File: config.mk
export PLATFORM = sky130hd
export DESIGN_NAME = source_tokenizer_core
export DESIGN_NICKNAME = d
export VERILOG_FILES = /design/src/rtl/stz_pkg.sv /design/src/rtl/source_tokenizer_core.sv /design/src/rtl/stz_lexer.sv /design/src/rtl/stz_queue.sv
export SDC_FILE = /design/constraint.sdc
export NUM_CORES = 1
export LEC_CHECK = 0
export ABC_AREA = 1
export BUFFER_PORTS_ARGS = -buffer_cell sky130_fd_sc_hd__buf_2
export CORE_MARGIN = 4
export CORE_UTILIZATION = 43
export DETAILED_ROUTE_END_ITERATION = 16
export PLACE_DENSITY = 0.61
export SLEW_MARGIN = 20
export SYNTH_ARGS = -nofsm -noshare
export SYNTH_HDL_FRONTEND = slang
export SYNTH_SLANG_ARGS = --single-unit
File: constraint.sdc
create_clock -name clk -period 8.08 [get_ports clk]
set_input_delay 1.212 -clock clk [delete_from_list [all_inputs] [get_ports clk]]
set_output_delay 1.212 -clock clk [all_outputs]
set_load 0.1 [all_outputs]
File: src/rtl/stz_pkg.sv
// Shared types and constants for the source tokenizer.
`timescale 1ns / 1ps

package stz_pkg;

  localparam int OFFSET_W = 32;
  localparam int LENGTH_W = 16;
  localparam int LINE_W   = 32;

  localparam logic [LENGTH_W-1:0] LENGTH_MAX = {LENGTH_W{1'b1}};
  localparam logic [LINE_W-1:0]   LINE_MAX   = {LINE_W{1'b1}};

  typedef enum logic [4:0] {
    KIND_NUMBER  = 5'd0,
    KIND_IDENT   = 5'd1,
    KIND_FN      = 5'd2,
    KIND_LET     = 5'd3,
    KIND_IF      = 5'd4,
    KIND_ELSE    = 5'd5,
    KIND_WHILE   = 5'd6,
    KIND_RETURN  = 5'd7,
    KIND_PRINT   = 5'd8,
    KIND_EQ      = 5'd9,
    KIND_NE      = 5'd10,
    KIND_LE      = 5'd11,
    KIND_GE      = 5'd12,
    KIND_PLUS    = 5'd13,
    KIND_MINUS   = 5'd14,
    KIND_STAR    = 5'd15,
    KIND_SLASH   = 5'd16,
    KIND_LT      = 5'd17,
    KIND_GT      = 5'd18,
    KIND_ASSIGN  = 5'd19,
    KIND_LPAREN  = 5'd20,
    KIND_RPAREN  = 5'd21,
    KIND_LBRACE  = 5'd22,
    KIND_RBRACE  = 5'd23,
    KIND_COMMA   = 5'd24,
    KIND_SEMI    = 5'd25,
    KIND_UNKNOWN = 5'd26,
    KIND_EOF     = 5'd27
  } kind_t;

  typedef struct packed {
    kind_t               kind;
    logic [OFFSET_W-1:0] start_offset;
    logic [LENGTH_W-1:0] token_length;
    logic [LINE_W-1:0]   line_number;
    logic                last_of_run;
  } token_t;

  // Up to two tokens per input byte; second is only valid when first is.
  typedef struct packed {
    logic   first_valid;
    logic   second_valid;
    token_t first;
    token_t second;
  } token_pair_t;

endpackage

File: src/rtl/source_tokenizer_core.sv
// Top level of the streaming source tokenizer.
//
//   Channel   Direction  Data                          Side band
//   s_*       in         tdata: char_byte[7:0]         tuser: mode
//   m_*       out        tdata: start_offset[31:0],    tuser: token_kind, tlast: last_of_run
//                               token_length[47:32],
//                               line_number[79:48]
//
// Each source byte is classified and scanned in the cycle it is transferred,
// and its zero, one or two tokens land in a four-entry queue the next cycle.
// A byte is taken every cycle while the queue has room for two tokens; the output side
// drains one token per cycle unless stalled, so bytes that yield two tokens set the pace.
// Synchronous reset empties the queue and returns the scanner to line one, offset zero.
// A stall on the output side holds the current token until it is transferred.
`timescale 1ns / 1ps

module source_tokenizer_core #(
  parameter int KEYWORD_MAX_LEN = 6,
  parameter int POSITION_BITS   = 32
) (
  input  logic        clk,
  input  logic        rst,
  input  logic        s_tvalid,
  output logic        s_tready,
  input  logic [7:0]  s_tdata,   // char_byte
  input  logic        s_tuser,   // mode
  output logic        m_tvalid,
  input  logic        m_tready,
  output logic [79:0] m_tdata,   // start_offset, token_length, line_number
  output logic [4:0]  m_tuser,   // token_kind
  output logic        m_tlast
);
  import stz_pkg::*;

  token_pair_t pair;
  token_t      head_token;
  logic        accept;

  assign accept = s_tvalid && s_tready;

  stz_lexer #(
    .KEYWORD_MAX_LEN(KEYWORD_MAX_LEN),
    .POSITION_BITS  (POSITION_BITS)
  ) u_lexer (
    .clk      (clk),
    .rst      (rst),
    .accept   (accept),
    .mode     (s_tuser),
    .char_byte(s_tdata),
    .results  (pair)
  );

  stz_queue u_queue (
    .clk      (clk),
    .rst      (rst),
    .push     (accept),
    .push_data(pair),
    .room     (s_tready),
    .out_valid(m_tvalid),
    .out_ready(m_tready),
    .out_data (head_token)
  );

  assign m_tdata = {head_token.line_number, head_token.token_length, head_token.start_offset};
  assign m_tuser = head_token.kind;
  assign m_tlast = head_token.last_of_run;

endmodule

File: src/rtl/stz_lexer.sv
// Scanner state and per-byte classification for the source tokenizer.
`timescale 1ns / 1ps

module stz_lexer #(
  parameter int KEYWORD_MAX_LEN = 6,
  parameter int POSITION_BITS   = 32
) (
  input  logic                clk,
  input  logic                rst,
  input  logic                accept,
  input  logic                mode,
  input  logic [7:0]          char_byte,
  output stz_pkg::token_pair_t results
);
  import stz_pkg::*;

  localparam int IDX_W = (KEYWORD_MAX_LEN > 1) ? $clog2(KEYWORD_MAX_LEN) : 1;

  localparam logic [47:0] KW_FN     = 48'h000000006E66;
  localparam logic [47:0] KW_LET    = 48'h00000074656C;
  localparam logic [47:0] KW_IF     = 48'h000000006669;
  localparam logic [47:0] KW_ELSE   = 48'h000065736C65;
  localparam logic [47:0] KW_WHILE  = 48'h00656C696877;
  localparam logic [47:0] KW_RETURN = 48'h6E7275746572;
  localparam logic [47:0] KW_PRINT  = 48'h00746E697270;

  localparam logic [7:0] CH_NL     = 8'h0A;
  localparam logic [7:0] CH_EQ     = 8'h3D;
  localparam logic [7:0] CH_BANG   = 8'h21;
  localparam logic [7:0] CH_LT     = 8'h3C;
  localparam logic [7:0] CH_GT     = 8'h3E;
  localparam logic [7:0] CH_SLASH  = 8'h2F;
  localparam logic [7:0] CH_DOT    = 8'h2E;
  localparam logic [7:0] CH_UNDER  = 8'h5F;

  typedef enum logic [4:0] {
    SCAN_IDLE    = 5'b00001,
    SCAN_NUMBER  = 5'b00010,
    SCAN_WORD    = 5'b00100,
    SCAN_HELD    = 5'b01000,
    SCAN_COMMENT = 5'b10000
  } scan_t;

  function automatic logic is_digit(logic [7:0] c);
    return (c >= 8'h30) && (c <= 8'h39);
  endfunction

  function automatic logic is_alpha(logic [7:0] c);
    return ((c >= 8'h61) && (c <= 8'h7A)) || ((c >= 8'h41) && (c <= 8'h5A));
  endfunction

  function automatic logic is_space(logic [7:0] c);
    return (c == 8'h20) || ((c >= 8'h09) && (c <= 8'h0D));
  endfunction

  function automatic kind_t punct_kind(logic [7:0] c);
    kind_t k;
    case (c)
      8'h2B:   k = KIND_PLUS;
      8'h2D:   k = KIND_MINUS;
      8'h2A:   k = KIND_STAR;
      8'h2F:   k = KIND_SLASH;
      8'h3C:   k = KIND_LT;
      8'h3E:   k = KIND_GT;
      8'h3D:   k = KIND_ASSIGN;
      8'h28:   k = KIND_LPAREN;
      8'h29:   k = KIND_RPAREN;
      8'h7B:   k = KIND_LBRACE;
      8'h7D:   k = KIND_RBRACE;
      8'h2C:   k = KIND_COMMA;
      8'h3B:   k = KIND_SEMI;
      default: k = KIND_UNKNOWN;
    endcase
    return k;
  endfunction

  // Only the first len bytes of the prefix are compared; later ones may be stale.
  function automatic logic word_is(logic [47:0] p, logic [15:0] cnt,
                                   logic [47:0] text, logic [2:0] len);
    logic hit;
    hit = (cnt == {13'b0, len});
    for (int i = 0; i < 6; i++) begin
      if (3'(i) < len) begin
        hit = hit && (p[8*i +: 8] == text[8*i +: 8]);
      end
    end
    return hit;
  endfunction

  scan_t                    scan_mode, scan_mode_next;
  logic [7:0]               held_operator, held_operator_next;
  logic [POSITION_BITS-1:0] token_start, token_start_next;
  logic [LENGTH_W-1:0]      token_count, token_count_next;
  logic [POSITION_BITS-1:0] byte_position, byte_position_next;
  logic [LINE_W-1:0]        current_line, current_line_next;
  logic [7:0]               word_prefix [KEYWORD_MAX_LEN];

  logic             prefix_we;
  logic [IDX_W-1:0] prefix_idx;
  logic [47:0]      prefix_low;
  logic [OFFSET_W-1:0] pos_offset, start_offset_held;
  kind_t            word_kind, held_kind;
  logic             do_flush, do_start, flush_valid;
  token_t           tok_a, tok_b;
  logic             a_valid, b_valid;
  logic [LENGTH_W-1:0] count_grown;
  logic [LINE_W-1:0]   line_bumped;

  generate
    if (POSITION_BITS >= OFFSET_W) begin : g_pos_trunc
      assign pos_offset        = byte_position[OFFSET_W-1:0];
      assign start_offset_held = token_start[OFFSET_W-1:0];
    end else begin : g_pos_ext
      assign pos_offset        = {{(OFFSET_W-POSITION_BITS){1'b0}}, byte_position};
      assign start_offset_held = {{(OFFSET_W-POSITION_BITS){1'b0}}, token_start};
    end
  endgenerate

  always_comb begin
    for (int i = 0; i < 6; i++) begin
      prefix_low[8*i +: 8] = word_prefix[i];
    end
  end

  always_comb begin
    if (token_count > LENGTH_W'(KEYWORD_MAX_LEN)) begin
      word_kind = KIND_IDENT;
    end else if (word_is(prefix_low, token_count, KW_FN, 3'd2)) begin
      word_kind = KIND_FN;
    end else if (word_is(prefix_low, token_count, KW_LET, 3'd3)) begin
      word_kind = KIND_LET;
    end else if (word_is(prefix_low, token_count, KW_IF, 3'd2)) begin
      word_kind = KIND_IF;
    end else if (word_is(prefix_low, token_count, KW_ELSE, 3'd4)) begin
      word_kind = KIND_ELSE;
    end else if (word_is(prefix_low, token_count, KW_WHILE, 3'd5)) begin
      word_kind = KIND_WHILE;
    end else if (word_is(prefix_low, token_count, KW_RETURN, 3'd6)) begin
      word_kind = KIND_RETURN;
    end else if (word_is(prefix_low, token_count, KW_PRINT, 3'd5)) begin
      word_kind = KIND_PRINT;
    end else begin
      word_kind = KIND_IDENT;
    end
  end

  // A lone bang has no single-character meaning.
  assign held_kind   = (held_operator == CH_BANG) ? KIND_UNKNOWN : punct_kind(held_operator);
  assign count_grown = (token_count != LENGTH_MAX) ? token_count + LENGTH_W'(1) : token_count;
  assign line_bumped = (current_line != LINE_MAX) ? current_line + LINE_W'(1) : current_line;
  assign flush_valid = (scan_mode == SCAN_NUMBER) || (scan_mode == SCAN_WORD) ||
                       (scan_mode == SCAN_HELD);

  always_comb begin
    scan_mode_next     = scan_mode;
    held_operator_next = held_operator;
    token_start_next   = token_start;
    token_count_next   = token_count;
    byte_position_next = byte_position + POSITION_BITS'(1);
    current_line_next  = current_line;
    prefix_we          = 1'b0;
    prefix_idx         = token_count[IDX_W-1:0];
    do_flush           = 1'b0;
    do_start           = 1'b0;
    a_valid            = 1'b0;
    b_valid            = 1'b0;

    tok_a.kind         = KIND_NUMBER;
    tok_a.start_offset = start_offset_held;
    tok_a.token_length = token_count;
    tok_a.line_number  = current_line;
    tok_a.last_of_run  = 1'b0;

    tok_b.kind         = punct_kind(char_byte);
    tok_b.start_offset = pos_offset;
    tok_b.token_length = LENGTH_W'(1);
    tok_b.line_number  = current_line;
    tok_b.last_of_run  = 1'b1;

    if (mode) begin
      do_flush = flush_valid;
    end else begin
      case (scan_mode)
        SCAN_NUMBER: begin
          if (is_digit(char_byte) || (char_byte == CH_DOT)) begin
            token_count_next = count_grown;
          end else begin
            do_flush = 1'b1;
            do_start = 1'b1;
          end
        end
        SCAN_WORD: begin
          if (is_alpha(char_byte) || is_digit(char_byte) || (char_byte == CH_UNDER)) begin
            prefix_we        = token_count < LENGTH_W'(KEYWORD_MAX_LEN);
            token_count_next = count_grown;
          end else begin
            do_flush = 1'b1;
            do_start = 1'b1;
          end
        end
        SCAN_HELD: begin
          if ((char_byte == CH_EQ) && (held_operator != CH_SLASH)) begin
            a_valid            = 1'b1;
            tok_a.token_length = LENGTH_W'(2);
            if (held_operator == CH_EQ) begin
              tok_a.kind = KIND_EQ;
            end else if (held_operator == CH_BANG) begin
              tok_a.kind = KIND_NE;
            end else if (held_operator == CH_LT) begin
              tok_a.kind = KIND_LE;
            end else begin
              tok_a.kind = KIND_GE;
            end
            scan_mode_next = SCAN_IDLE;
          end else if ((char_byte == CH_SLASH) && (held_operator == CH_SLASH)) begin
            scan_mode_next = SCAN_COMMENT;
          end else begin
            do_flush = 1'b1;
            do_start = 1'b1;
          end
        end
        SCAN_COMMENT: begin
          if (char_byte == CH_NL) begin
            do_start = 1'b1;
          end
        end
        default: begin
          do_start = 1'b1;
        end
      endcase
    end

    if (do_flush) begin
      a_valid = 1'b1;
      if (scan_mode == SCAN_WORD) begin
        tok_a.kind = word_kind;
      end else if (scan_mode == SCAN_HELD) begin
        tok_a.kind         = held_kind;
        tok_a.token_length = LENGTH_W'(1);
      end else begin
        tok_a.kind = KIND_NUMBER;
      end
    end

    if (do_start) begin
      token_start_next = byte_position;
      token_count_next = LENGTH_W'(1);
      scan_mode_next   = SCAN_IDLE;
      if (char_byte == CH_NL) begin
        current_line_next = line_bumped;
      end else if (is_space(char_byte)) begin
        scan_mode_next = SCAN_IDLE;
      end else if (is_digit(char_byte)) begin
        scan_mode_next = SCAN_NUMBER;
      end else if (is_alpha(char_byte) || (char_byte == CH_UNDER)) begin
        prefix_we      = 1'b1;
        prefix_idx     = '0;
        scan_mode_next = SCAN_WORD;
      end else if ((char_byte == CH_EQ) || (char_byte == CH_BANG) || (char_byte == CH_LT) ||
                   (char_byte == CH_GT) || (char_byte == CH_SLASH)) begin
        held_operator_next = char_byte;
        scan_mode_next     = SCAN_HELD;
      end else begin
        b_valid = 1'b1;
      end
    end

    // The end of the source emits end-of-file and returns everything to reset.
    if (mode) begin
      b_valid            = 1'b1;
      tok_b.kind         = KIND_EOF;
      tok_b.token_length = '0;
      scan_mode_next     = SCAN_IDLE;
      held_operator_next = '0;
      token_start_next   = '0;
      token_count_next   = '0;
      byte_position_next = '0;
      current_line_next  = LINE_W'(1);
    end

    tok_a.last_of_run = !b_valid;
  end

  always_comb begin
    results.first_valid  = a_valid || b_valid;
    results.second_valid = a_valid && b_valid;
    results.first        = a_valid ? tok_a : tok_b;
    results.second       = tok_b;
  end

  always_ff @(posedge clk) begin
    if (rst) begin
      scan_mode     <= SCAN_IDLE;
      held_operator <= '0;
      token_start   <= '0;
      token_count   <= '0;
      byte_position <= '0;
      current_line  <= LINE_W'(1);
    end else if (accept) begin
      scan_mode     <= scan_mode_next;
      held_operator <= held_operator_next;
      token_start   <= token_start_next;
      token_count   <= token_count_next;
      byte_position <= byte_position_next;
      current_line  <= current_line_next;
    end
  end

  always_ff @(posedge clk) begin
    if (accept && !mode && prefix_we) begin
      word_prefix[prefix_idx] <= char_byte;
    end
  end

endmodule

File: src/rtl/stz_queue.sv
// Four-entry result queue: takes up to two tokens per cycle, gives one when ready.
`timescale 1ns / 1ps

module stz_queue (
  input  logic                 clk,
  input  logic                 rst,
  input  logic                 push,
  input  stz_pkg::token_pair_t push_data,
  output logic                 room,
  output logic                 out_valid,
  input  logic                 out_ready,
  output stz_pkg::token_t      out_data
);
  import stz_pkg::*;

  localparam int DEPTH = 4;
  localparam int PTR_W = $clog2(DEPTH);
  localparam int CNT_W = $clog2(DEPTH + 1);

  token_t           entries [DEPTH];
  logic [PTR_W-1:0] head, tail;
  logic [CNT_W-1:0] fill, fill_next;
  logic [1:0]       push_count;
  logic             pop;

  assign push_count = push ? ({1'b0, push_data.first_valid} +
                              {1'b0, push_data.second_valid}) : 2'd0;
  assign pop        = out_valid && out_ready;
  assign out_valid  = (fill != '0);
  assign out_data   = entries[head];
  // Room for a worst-case pair without relying on the entry that may leave this cycle.
  assign room       = (fill <= CNT_W'(DEPTH - 2));
  assign fill_next  = fill + CNT_W'(push_count) - CNT_W'(pop);

  always_ff @(posedge clk) begin
    if (rst) begin
      head <= '0;
      tail <= '0;
      fill <= '0;
    end else begin
      head <= head + PTR_W'(pop);
      tail <= tail + PTR_W'(push_count);
      fill <= fill_next;
    end
  end

  always_ff @(posedge clk) begin
    if (push && push_data.first_valid) begin
      entries[tail] <= push_data.first;
    end
    if (push && push_data.second_valid) begin
      entries[tail + PTR_W'(1)] <= push_data.second;
    end
  end

endmodule

==> reports/metrics.csv, run 1 <==
metric;value;unit
clkLatencyLatePin;640;ps
final_hold_viol_count;0;
yosysSeqAreaShare;53.9;%
setup_tns;0;ps
cts_resized;0;
syn_inst;3133;
port_buffers;100;
worstSetupEndpoint;u_queue.entries[2][85];
fin_crit_sh;72.4;%
grt_pass1_vias;20900;
start_util;43.4;%
p_leak;9.68;nW
wl;73.8;mm
synthDistinctLibCells;48;
cts_tree;built;
rsz0062_at_grt;no;
worstMarginPinSlew;1110;ps
critPathArrivalTime;6080;ps
ys.flop_type;edfxtp_1;
slowest_delay;910;ps
worstSetupPathType;in -> reg;
post_cts_buffers;0;
io_pins;101;
cp_slowest_cell;clkinv_2;
async_flop_share;0;%
synth_area_leaders;edfxtp_1 (39%), dfxtp_1 (15%), nand2_1 (9.7%);
critPathLaunchType;primary input;
yosysMostFrequentCell;nand2_1;
fin_util;48.1;%
skew;49.0;ps
yosys.area.top_type;edfxtp_1;
power_per_cell_area;330;nW/um^2
hpwl;46.1;mm
hold_path_class;reg -> reg;
status;finished clean;
route.vias.total;21800;
ys_ff_latch;524;
rr_startpoint;u_lexer.scan_mode[0];
synth-edff-count;328;
final_area;28300;sq um
cts_buffers;57;
synthToLayoutAreaGrowth;10.8;%
route.detailed.wl_per_inst;18.7;um
path_cells;buf_2 -> inv_1 -> nor2_2 -> nand2_1 -> nor2_2 -> nand2_2 -> nor3_1 -> inv_1 -> nand2_4 -> inv_2 -> ha_1 -> nor2_1 -> inv_2 -> nor3_2 -> clkinv_2 -> nand2_4 -> buf_6;
die_x;252;um
placed_cell_area;26500;sq um
ant_nets;0;
power;9.35;mW
worstPathRequired;8300;ps
grt_max_degree;100;
rows;89;
slew_viol_final;0;
critPathCaptureType;register;
clk_path_buf_depth;3;
syn_area_per_cell;8.16;sq um
via_per_inst;5.51;
drc;0;
cp_max_fo;71;
drt_iter0_markers;1817;
setup_violations;0;
core-area;58900;sq um
synthTopCellsByCount;nand2_1 (659), nor2_1 (577), o21ai_0 (383);
grt_usage;22.8;%
max_freq;0.171;GHz
rr_endpoint;u_queue.entries[2][85];
ir_worst_vdd;0.334;mV
die_y;252;um
drv_cap;0;
grt_first_pass_wirelength;116;mm
clk_pin_slew;60;ps
timing.hold.ws;460;ps
max-slew-margin-rel;26.2;%
ys_warn_count;0;
htreeDepth;2;
yosysTopAreaCellShare;38.5;%
cts_root_buffer;clkbuf_16;
dieArea;63400;sq um
crit_start;s_tdata[0];
cts.sinks;524;
reg2reg_slack;2320;ps
place.gp.congestion;0.900;
layout-drive-gt1-share;8.55;%
worstRegToRegCells;17;
grt_overflow;0;
dr.pass1.iters;5;
antenna_found_initial;3;
mappedNetlistArea;25600;sq um
hold_buffers;0;
finalNetCount;3161;
syn_nets;3161;
min_period;5850;ps
sequential cells by signal, summed over array words and instances (netlist names):
signal                     flops
u_lexer.current_line          32
u_lexer.byte_position         32
u_lexer.start_offset_held     32
u_queue.fill                   3
u_lexer.held_operator          8
u_queue.head                   2
u_lexer.word_prefix           48
u_queue.entries              344
u_lexer.scan_mode              5
u_lexer.token_count           16
u_queue.tail                   2
worst max-delay path, delay by kind of cell:
kind          cells  cell delay, ps
fa+ha+maj         1             230
buf+inv           7            2270
simple gates      9            2320
cell usage in the layout (no fill, tap or decap), drive strengths merged:
cell type and n:
clkinv 26, inv 232, diode 1, buf 126, xor2 29, nor3b 3
ha 14, nor2 587, and3 6, o32ai 4, nor2b 1, clkinvlp 2
nand4 26, nand3 104, a21boi 1, o211ai 5, o22ai 88, a211oi 5
nand3b 6, a21oi 99, nor4 12, nand2 666, edfxtp 328, nor3 54
xnor2 6, a31oi 4, dfxtp 196, fa 1, or2 5, o2111ai 2
a221oi 1, bufinv 3, clkbuf 80, o21ai 456, o21bai 3
metal layers:
| metal | vias to the layer above | global-route usage [%] | wire [um] |
|---|---|---|---|
| li1 | 10500 | - | - |
| met1 | 10500 | 31.2 | 32100 |
| met2 | 756 | 38.4 | 35100 |
| met3 | 111 | 3.50 | 5130 |
| met4 | 0 | 5.52 | 1510 |
| met5 | - | 0 | 0 |
cell families (layout without fill, tap and decap cells):
group	count (synthesis)	count (layout)	synth area share, %
adder cells (fa/ha/maj)	15	15	0.764
buffers and inverters	421	469	6.69
XOR/XNOR	35	35	1.20
AND/OR/NAND/NOR	1470	1470	23.5
flip-flops	524	524	53.9
AO/OA/AOI/OAI	668	668	13.9
other	0	1	0
power by group:
| group | leakage (nW) | internal (mW) | switching [mW] |
|---|---|---|---|
| sequential | 4.61 | 3.03 | 0.112 |
| combinational | 4.17 | 0.520 | 3.13 |
| clock | 0.899 | 1.48 | 1.08 |
cell type report:
cell class / instances / area [sq um]
inverters: 236 / 891
multi-input cells: 2188 / 10100
flip-flops and latches: 524 / 13800
clock buffers: 80 / 1610
diodes: 1 / 2.50
repair buffers: 126 / 699
well taps: 773 / 967
clock inverters: 27 / 241
fillers: 5616 / 30600
per-stage QoR:
step                      setup WS (ps)  cells
final                              2230   3955
after global placement             1960   3847
after CTS                          2640   3954
after detailed placement           2010   3847
after floorplan                    2450   3133
after global routing               1780   3954
worst min-delay path by stage:
stage | to | cells after the start | start | slack [ps]
4_1_cts | u_queue.entries[1][34] | 2 | u_queue.entries[1][34] | 460
3_5_place_dp | u_queue.entries[1][34] | 2 | u_queue.entries[1][34] | 440
6_report | u_lexer.start_offset_held[11] | 2 | u_lexer.start_offset_held[11] | 460
3_3_place_gp | u_queue.entries[2][45] | 2 | u_queue.entries[2][45] | 430
5_1_grt | u_lexer.start_offset_held[28] | 2 | u_lexer.start_offset_held[28] | 470
2_1_floorplan | u_queue.entries[1][34] | 2 | u_queue.entries[1][34] | 420
(Power assumes the default switching activity.)
==> run 2: changes to the inputs <==
--- a/config.mk
+++ b/config.mk
@@ -10,7 +10,7 @@
 export CORE_MARGIN = 4
 export CORE_UTILIZATION = 43
 export DETAILED_ROUTE_END_ITERATION = 16
-export PLACE_DENSITY = 0.61
+export PLACE_DENSITY = 0.63
 export SLEW_MARGIN = 20
 export SYNTH_ARGS = -nofsm -noshare
 export SYNTH_HDL_FRONTEND = slang
==> constraint.sdc (replaced) <==
create_clock -name clk -period 5 [get_ports clk]
set_input_delay 0.75 -clock clk [delete_from_list [all_inputs] [get_ports clk]]
set_output_delay 0.75 -clock clk [all_outputs]
set_load 0.1 [all_outputs]
==> run 2 against run 1 <==
Critical path depth decreased by 13. Cell area up 0.77%. Sequential share of layout area is 0.37 points lower. Combinational power up 63%. Clock power grew 68%. Register-to-register slack lost 1200 ps. Utilization rose by 0.37 points. Highest routed layer unchanged. Critical path type is now reg -> out. Clock skew down 29 ps. Total power rose by 64%. Clock-buffer cell count shrank 6. Sequential power increased by 61%.
==> reports/metrics.csv, run 2 (synthesis results as in run 1) <==
metric;value;unit
status;finished clean;
hold_buffers;0;
placed_cell_area;26600;sq um
place.gp.congestion;0.923;
p_leak;9.81;nW
fin_crit_sh;81.5;%
swShare;45.8;%
rows;89;
cts_resized;0;
worstSetupEndpoint;m_tuser[3];
cts.sinks;524;
rsz0062_at_grt;no;
route.detailed.wl_per_inst;18.5;um
p_comb_share;38.8;%
clk_pin_slew;60;ps
critPathLaunchType;register;
post_cts_buffers;0;
skew;20.1;ps
crit_start;u_queue.head[1];
min_period;4080;ps
drc;0;
antenna_found_initial;2;
cts_root_buffer;clkbuf_16;
worstSetupPathType;reg -> out;
drv_cap;0;
drt_iter0_markers;1904;
final_hold_viol_count;0;
reg.largest.list;u_queue.entries: 344 flops, u_lexer.word_prefix: 48 flops;
placed_cells;3861;
clkLatencyLatePin;620;ps
pwr-share-clk;28.1;%
die_x;252;um
grt_first_pass_wirelength;116;mm
sequentialPowerShare;33.1;%
worstMarginPinSlew;1100;ps
htreeDepth;2;
dieArea;63400;sq um
cp_max_fo;69;
worstRegToRegCells;22;
final_cell_mix;nand2_1 (655), nor2_1 (577), o21ai_0 (383);
start_util;43.4;%
setup_tns;0;ps
port_buffers;100;
critPathArrivalTime;3330;ps
wl;73.5;mm
power_per_cell_area;537;nW/um^2
synthToLayoutAreaGrowth;11.6;%
core-area;58900;sq um
grt_overflow;0;
p_int;8.30;mW
ant_nets;0;
route.vias.total;21900;
critPathCaptureType;primary output;
grt_usage;22.5;%
rr_endpoint;u_queue.entries[1][45];
p_sw;7.01;mW
reg2reg_slack;1170;ps
rr_startpoint;u_lexer.held_operator[7];
dr.pass1.iters;5;
top_register;u_queue.entries;
final_area;28500;sq um
hold_path_class;in -> reg;
clk_path_buf_depth;3;
largest_reg_flops;344;
slew_viol_final;0;
cts_tree;built;
max_freq;0.245;GHz
hpwl;46.1;mm
io_pins;101;
via_per_inst;5.52;
grt_pass1_vias;21000;
final_common_cell;nand2_1;
finalNetCount;3173;
die_y;252;um
max-slew-margin-rel;26.8;%
cts_buffers;55;
power;15.3;mW
grt_max_degree;80;
worstPathRequired;4250;ps
setup_violations;0;
fin_cells;3966;
ir_worst_vdd;0.608;mV
layout-drive-gt1-share;9.43;%
==> run 2: cell count changes in the layout (fill, tap and decap cells not counted), moves of 3 or more <==
| cell | previous run | this run |
|---|---|---|
| buf_12 | 0 | 4 |
| buf_4 | 25 | 36 |
| bufinv_16 | 3 | 6 |
| clkbuf_1 | 15 | 7 |
| clkbuf_8 | 5 | 9 |
| clkinv_1 | 16 | 6 |
| clkinv_2 | 9 | 13 |
| clkinv_4 | 0 | 3 |
==> run 2: cell type report <==
class / count / area [sq um]
fill: 5609 / 30400
sequential: 524 / 13800
multi-input combinational: 2188 / 10100
clock buffer: 74 / 1580
tap: 773 / 967
inverter: 236 / 888
timing repair buffer: 140 / 851
clock inverter: 30 / 338
antenna: 1 / 2.50
==> run 2: worst max-delay path, cell delays in order (launching register included) <==
cell	delay, ps
dfxtp_2	700
buf_4	780
o21ai_0	200
o22ai_1	460
buf_2	530
==> run 2: layer usage <==
metal / up-vias / track usage (%) / share of wire, %
li1: 10500 / - / -
met4: 0 / 6.89 / 2.4
met5: - / 0 / 0
met2: 797 / 36.6 / 46
met1: 10500 / 31.4 / 44
met3: 131 / 3.55 / 6.8
==> run 2: power groups by stage <==
stage               registers [mW]  logic [mW]  clock network (mW)
CTS                           5.05        5.96                4.37
global route                  5.08        6.25                4.55
finish                        5.06        5.94                4.31
floorplan                     5.08        4.74                   0
global placement              5.13        5.91                   0
detailed placement            5.14        5.95                   0
==> run 2: how the worst min path moves through the flow <==
stage | end | slack (ps) | start | depth (start not counted)
floorplan | u_queue.entries[1][34] | 420 | u_queue.entries[1][34] | 2
global placement | u_queue.entries[2][39] | 430 | u_queue.entries[2][39] | 2
detailed placement | u_queue.entries[2][39] | 440 | u_queue.entries[2][39] | 2
CTS | u_lexer.word_prefix[1][7] | 400 | s_tdata[7] | 1
global route | u_lexer.word_prefix[3][7] | 420 | s_tdata[7] | 1
finish | u_lexer.word_prefix[1][7] | 420 | s_tdata[7] | 1
==> run 2: per-stage QoR <==
step           utilization (%)  hold WS [ps]  worst slack [ps]
2_1_floorplan                -           423               558
3_3_place_gp              45.2           433               540
3_5_place_dp              45.2           440               487
4_1_cts                   48.4           396               941
5_1_grt                   48.4           421               628
6_report                  48.4           420               925
==> run 3: changes to the inputs <==
--- a/config.mk
+++ b/config.mk
@@ -10,7 +10,7 @@
 export CORE_MARGIN = 4
 export CORE_UTILIZATION = 43
 export DETAILED_ROUTE_END_ITERATION = 16
-export PLACE_DENSITY = 0.63
+export PLACE_DENSITY = 0.61
 export SLEW_MARGIN = 20
 export SYNTH_ARGS = -nofsm -noshare
 export SYNTH_HDL_FRONTEND = slang
==> constraint.sdc (replaced) <==
create_clock -name clk -period 3.8 [get_ports clk]
set_input_delay 0.57 -clock clk [delete_from_list [all_inputs] [get_ports clk]]
set_output_delay 0.57 -clock clk [all_outputs]
set_load 0.1 [all_outputs]
==> run 3 against run 2 <==
Wire length increased by 1.1%. Total power increased by 31%. Flip-flop and latch count unchanged. Sequential power increased by 33%. Cell area increased by 1.3%. Clock-buffer cell count increased by 9. Setup slack got worse by 670 ps. Critical path type unchanged. Critical endpoint is now m_tdata[53].
==> reports/metrics.csv, run 3 (synthesis results as in run 1) <==
metric;value;unit
core-area;58900;sq um
route.detailed.wl_per_inst;18.6;um
final_common_cell;nand2_1;
start_util;43.4;%
power;20.1;mW
reg.largest.list;u_queue.entries: 344 flops, u_lexer.word_prefix: 48 flops;
post_cts_buffers;0;
grt_usage;22.9;%
worstPathRequired;3230;ps
clkLatencyLatePin;620;ps
via_per_inst;5.49;
synthToLayoutAreaGrowth;13.1;%
port_buffers;100;
io_pins;101;
slew_viol_final;0;
cts.sinks;524;
rr_startpoint;u_lexer.held_operator[5];
reg2reg_slack;290;ps
grt_pass1_vias;21000;
fillers;5541;
power_per_cell_area;696;nW/um^2
worstMarginPinSlew;1020;ps
hold_path_class;in -> reg;
die_x;252;um
place.gp.congestion;0.937;
holdPathStages;2;
rows;89;
holdPathEnd;u_lexer.word_prefix[2][7];
layout-drive-gt1-share;9.70;%
setup_violations;0;
worstRegToRegCells;18;
dieArea;63400;sq um
htreeDepth;2;
cts_resized;0;
drv_cap;0;
clk_pin_slew;60;ps
setup_tns;0;ps
ir_worst_vdd;0.655;mV
critPathArrivalTime;2980;ps
drt_iter0_markers;1966;
fin_crit_sh;93.4;%
clk_path_buf_depth;3;
final_hold_viol_count;0;
top_register;u_queue.entries;
hpwl;46.7;mm
wl;74.3;mm
critPathCaptureType;primary output;
grt_overflow;0;
critPathLaunchType;register;
cts_root_buffer;clkbuf_16;
finalNetCount;3197;
die_y;252;um
rr_endpoint;u_queue.entries[0][56];
hp-start;s_tdata[7];
worstSetupPathType;reg -> out;
hold_buffers;0;
min_period;3550;ps
cts_buffers;56;
grt_max_degree;88;
route.vias.total;21900;
skew;17.1;ps
status;finished clean;
max-slew-margin-rel;31.7;%
max_freq;0.282;GHz
p_leak;9.97;nW
largest_reg_flops;344;
ant_nets;0;
cp_max_fo;59;
antenna_found_initial;2;
rsz0062_at_grt;no;
num_antenna_cells;0;
grt_first_pass_wirelength;117;mm
drc;0;
cts_tree;built;
final_cell_mix;nand2_1 (655), nor2_1 (577), o21ai_0 (383);
dr.pass1.iters;6;
-- run 3: changes by cell type in the layout (fill, tap and decap cells not counted), sizes merged --
cell and delta:
inv -2, clkbuf +9, buf +23, bufinv -2, clkinv -5, diode -1
-- run 3: cell type report --
cell class	instances	area, sq um	area share, %
clock buffers	83	1640	5.66
clock inverters	21	225	0.779
inverters	236	888	3.07
multi-input cells	2188	10200	35.1
flip-flops and latches	524	13800	47.7
well taps	773	967	3.35
repair buffers	163	1260	4.36
-- run 3: critical path: stages, from the launching register on --
cell     delay (ps)
dfxtp_4         810
buf_4           520
o21ai_0         180
o22ai_1         290
buf_2           490
-- run 3: worst max path at each step --
| stage | start | to | depth (start not counted) | slack [ps] |
|---|---|---|---|---|
| 2_1_floorplan | s_tdata[3] | u_queue.entries[1][17] | 22 | 110 |
| 3_3_place_gp | s_tdata[1] | u_queue.entries[1][14] | 18 | 80 |
| 3_5_place_dp | s_tdata[1] | u_queue.entries[0][8] | 19 | 90 |
| 4_1_cts | u_queue.head[0] | m_tdata[53] | 4 | 200 |
| 5_1_grt | u_lexer.held_operator[7] | u_queue.entries[0][77] | 19 | 20 |
| 6_report | u_queue.head[0] | m_tdata[53] | 4 | 250 |
-- run 3: per-layer routing --
layer / vias up / GRT usage [%] / share of wire (%)
met5: - / 0 / 0
met4: 0 / 7.22 / 2.4
met3: 108 / 2.92 / 6.3
met2: 728 / 38.4 / 47
met1: 10500 / 31.1 / 44
li1: 10600 / - / -
-- run 3: metrics by stage --
step	worst slack, ps	hold slack, ps	util (%)	std cells	area [sq um]
finish	251	309	49.1	3988	28900
global route	18.0	304	49.1	3988	28900
CTS	198	281	49.1	3988	28900
detailed placement	90.3	442	45.9	3884	27000
global placement	81.0	432	45.9	3884	27000
floorplan	110	423	-	3133	25600
-- run 3: report_power, final --
part / internal [mW] / total [mW] / switching, mW
clock: 3.25 / 5.51 / 2.27
sequential: 6.43 / 6.71 / 0.284
combinational: 1.25 / 7.89 / 6.64
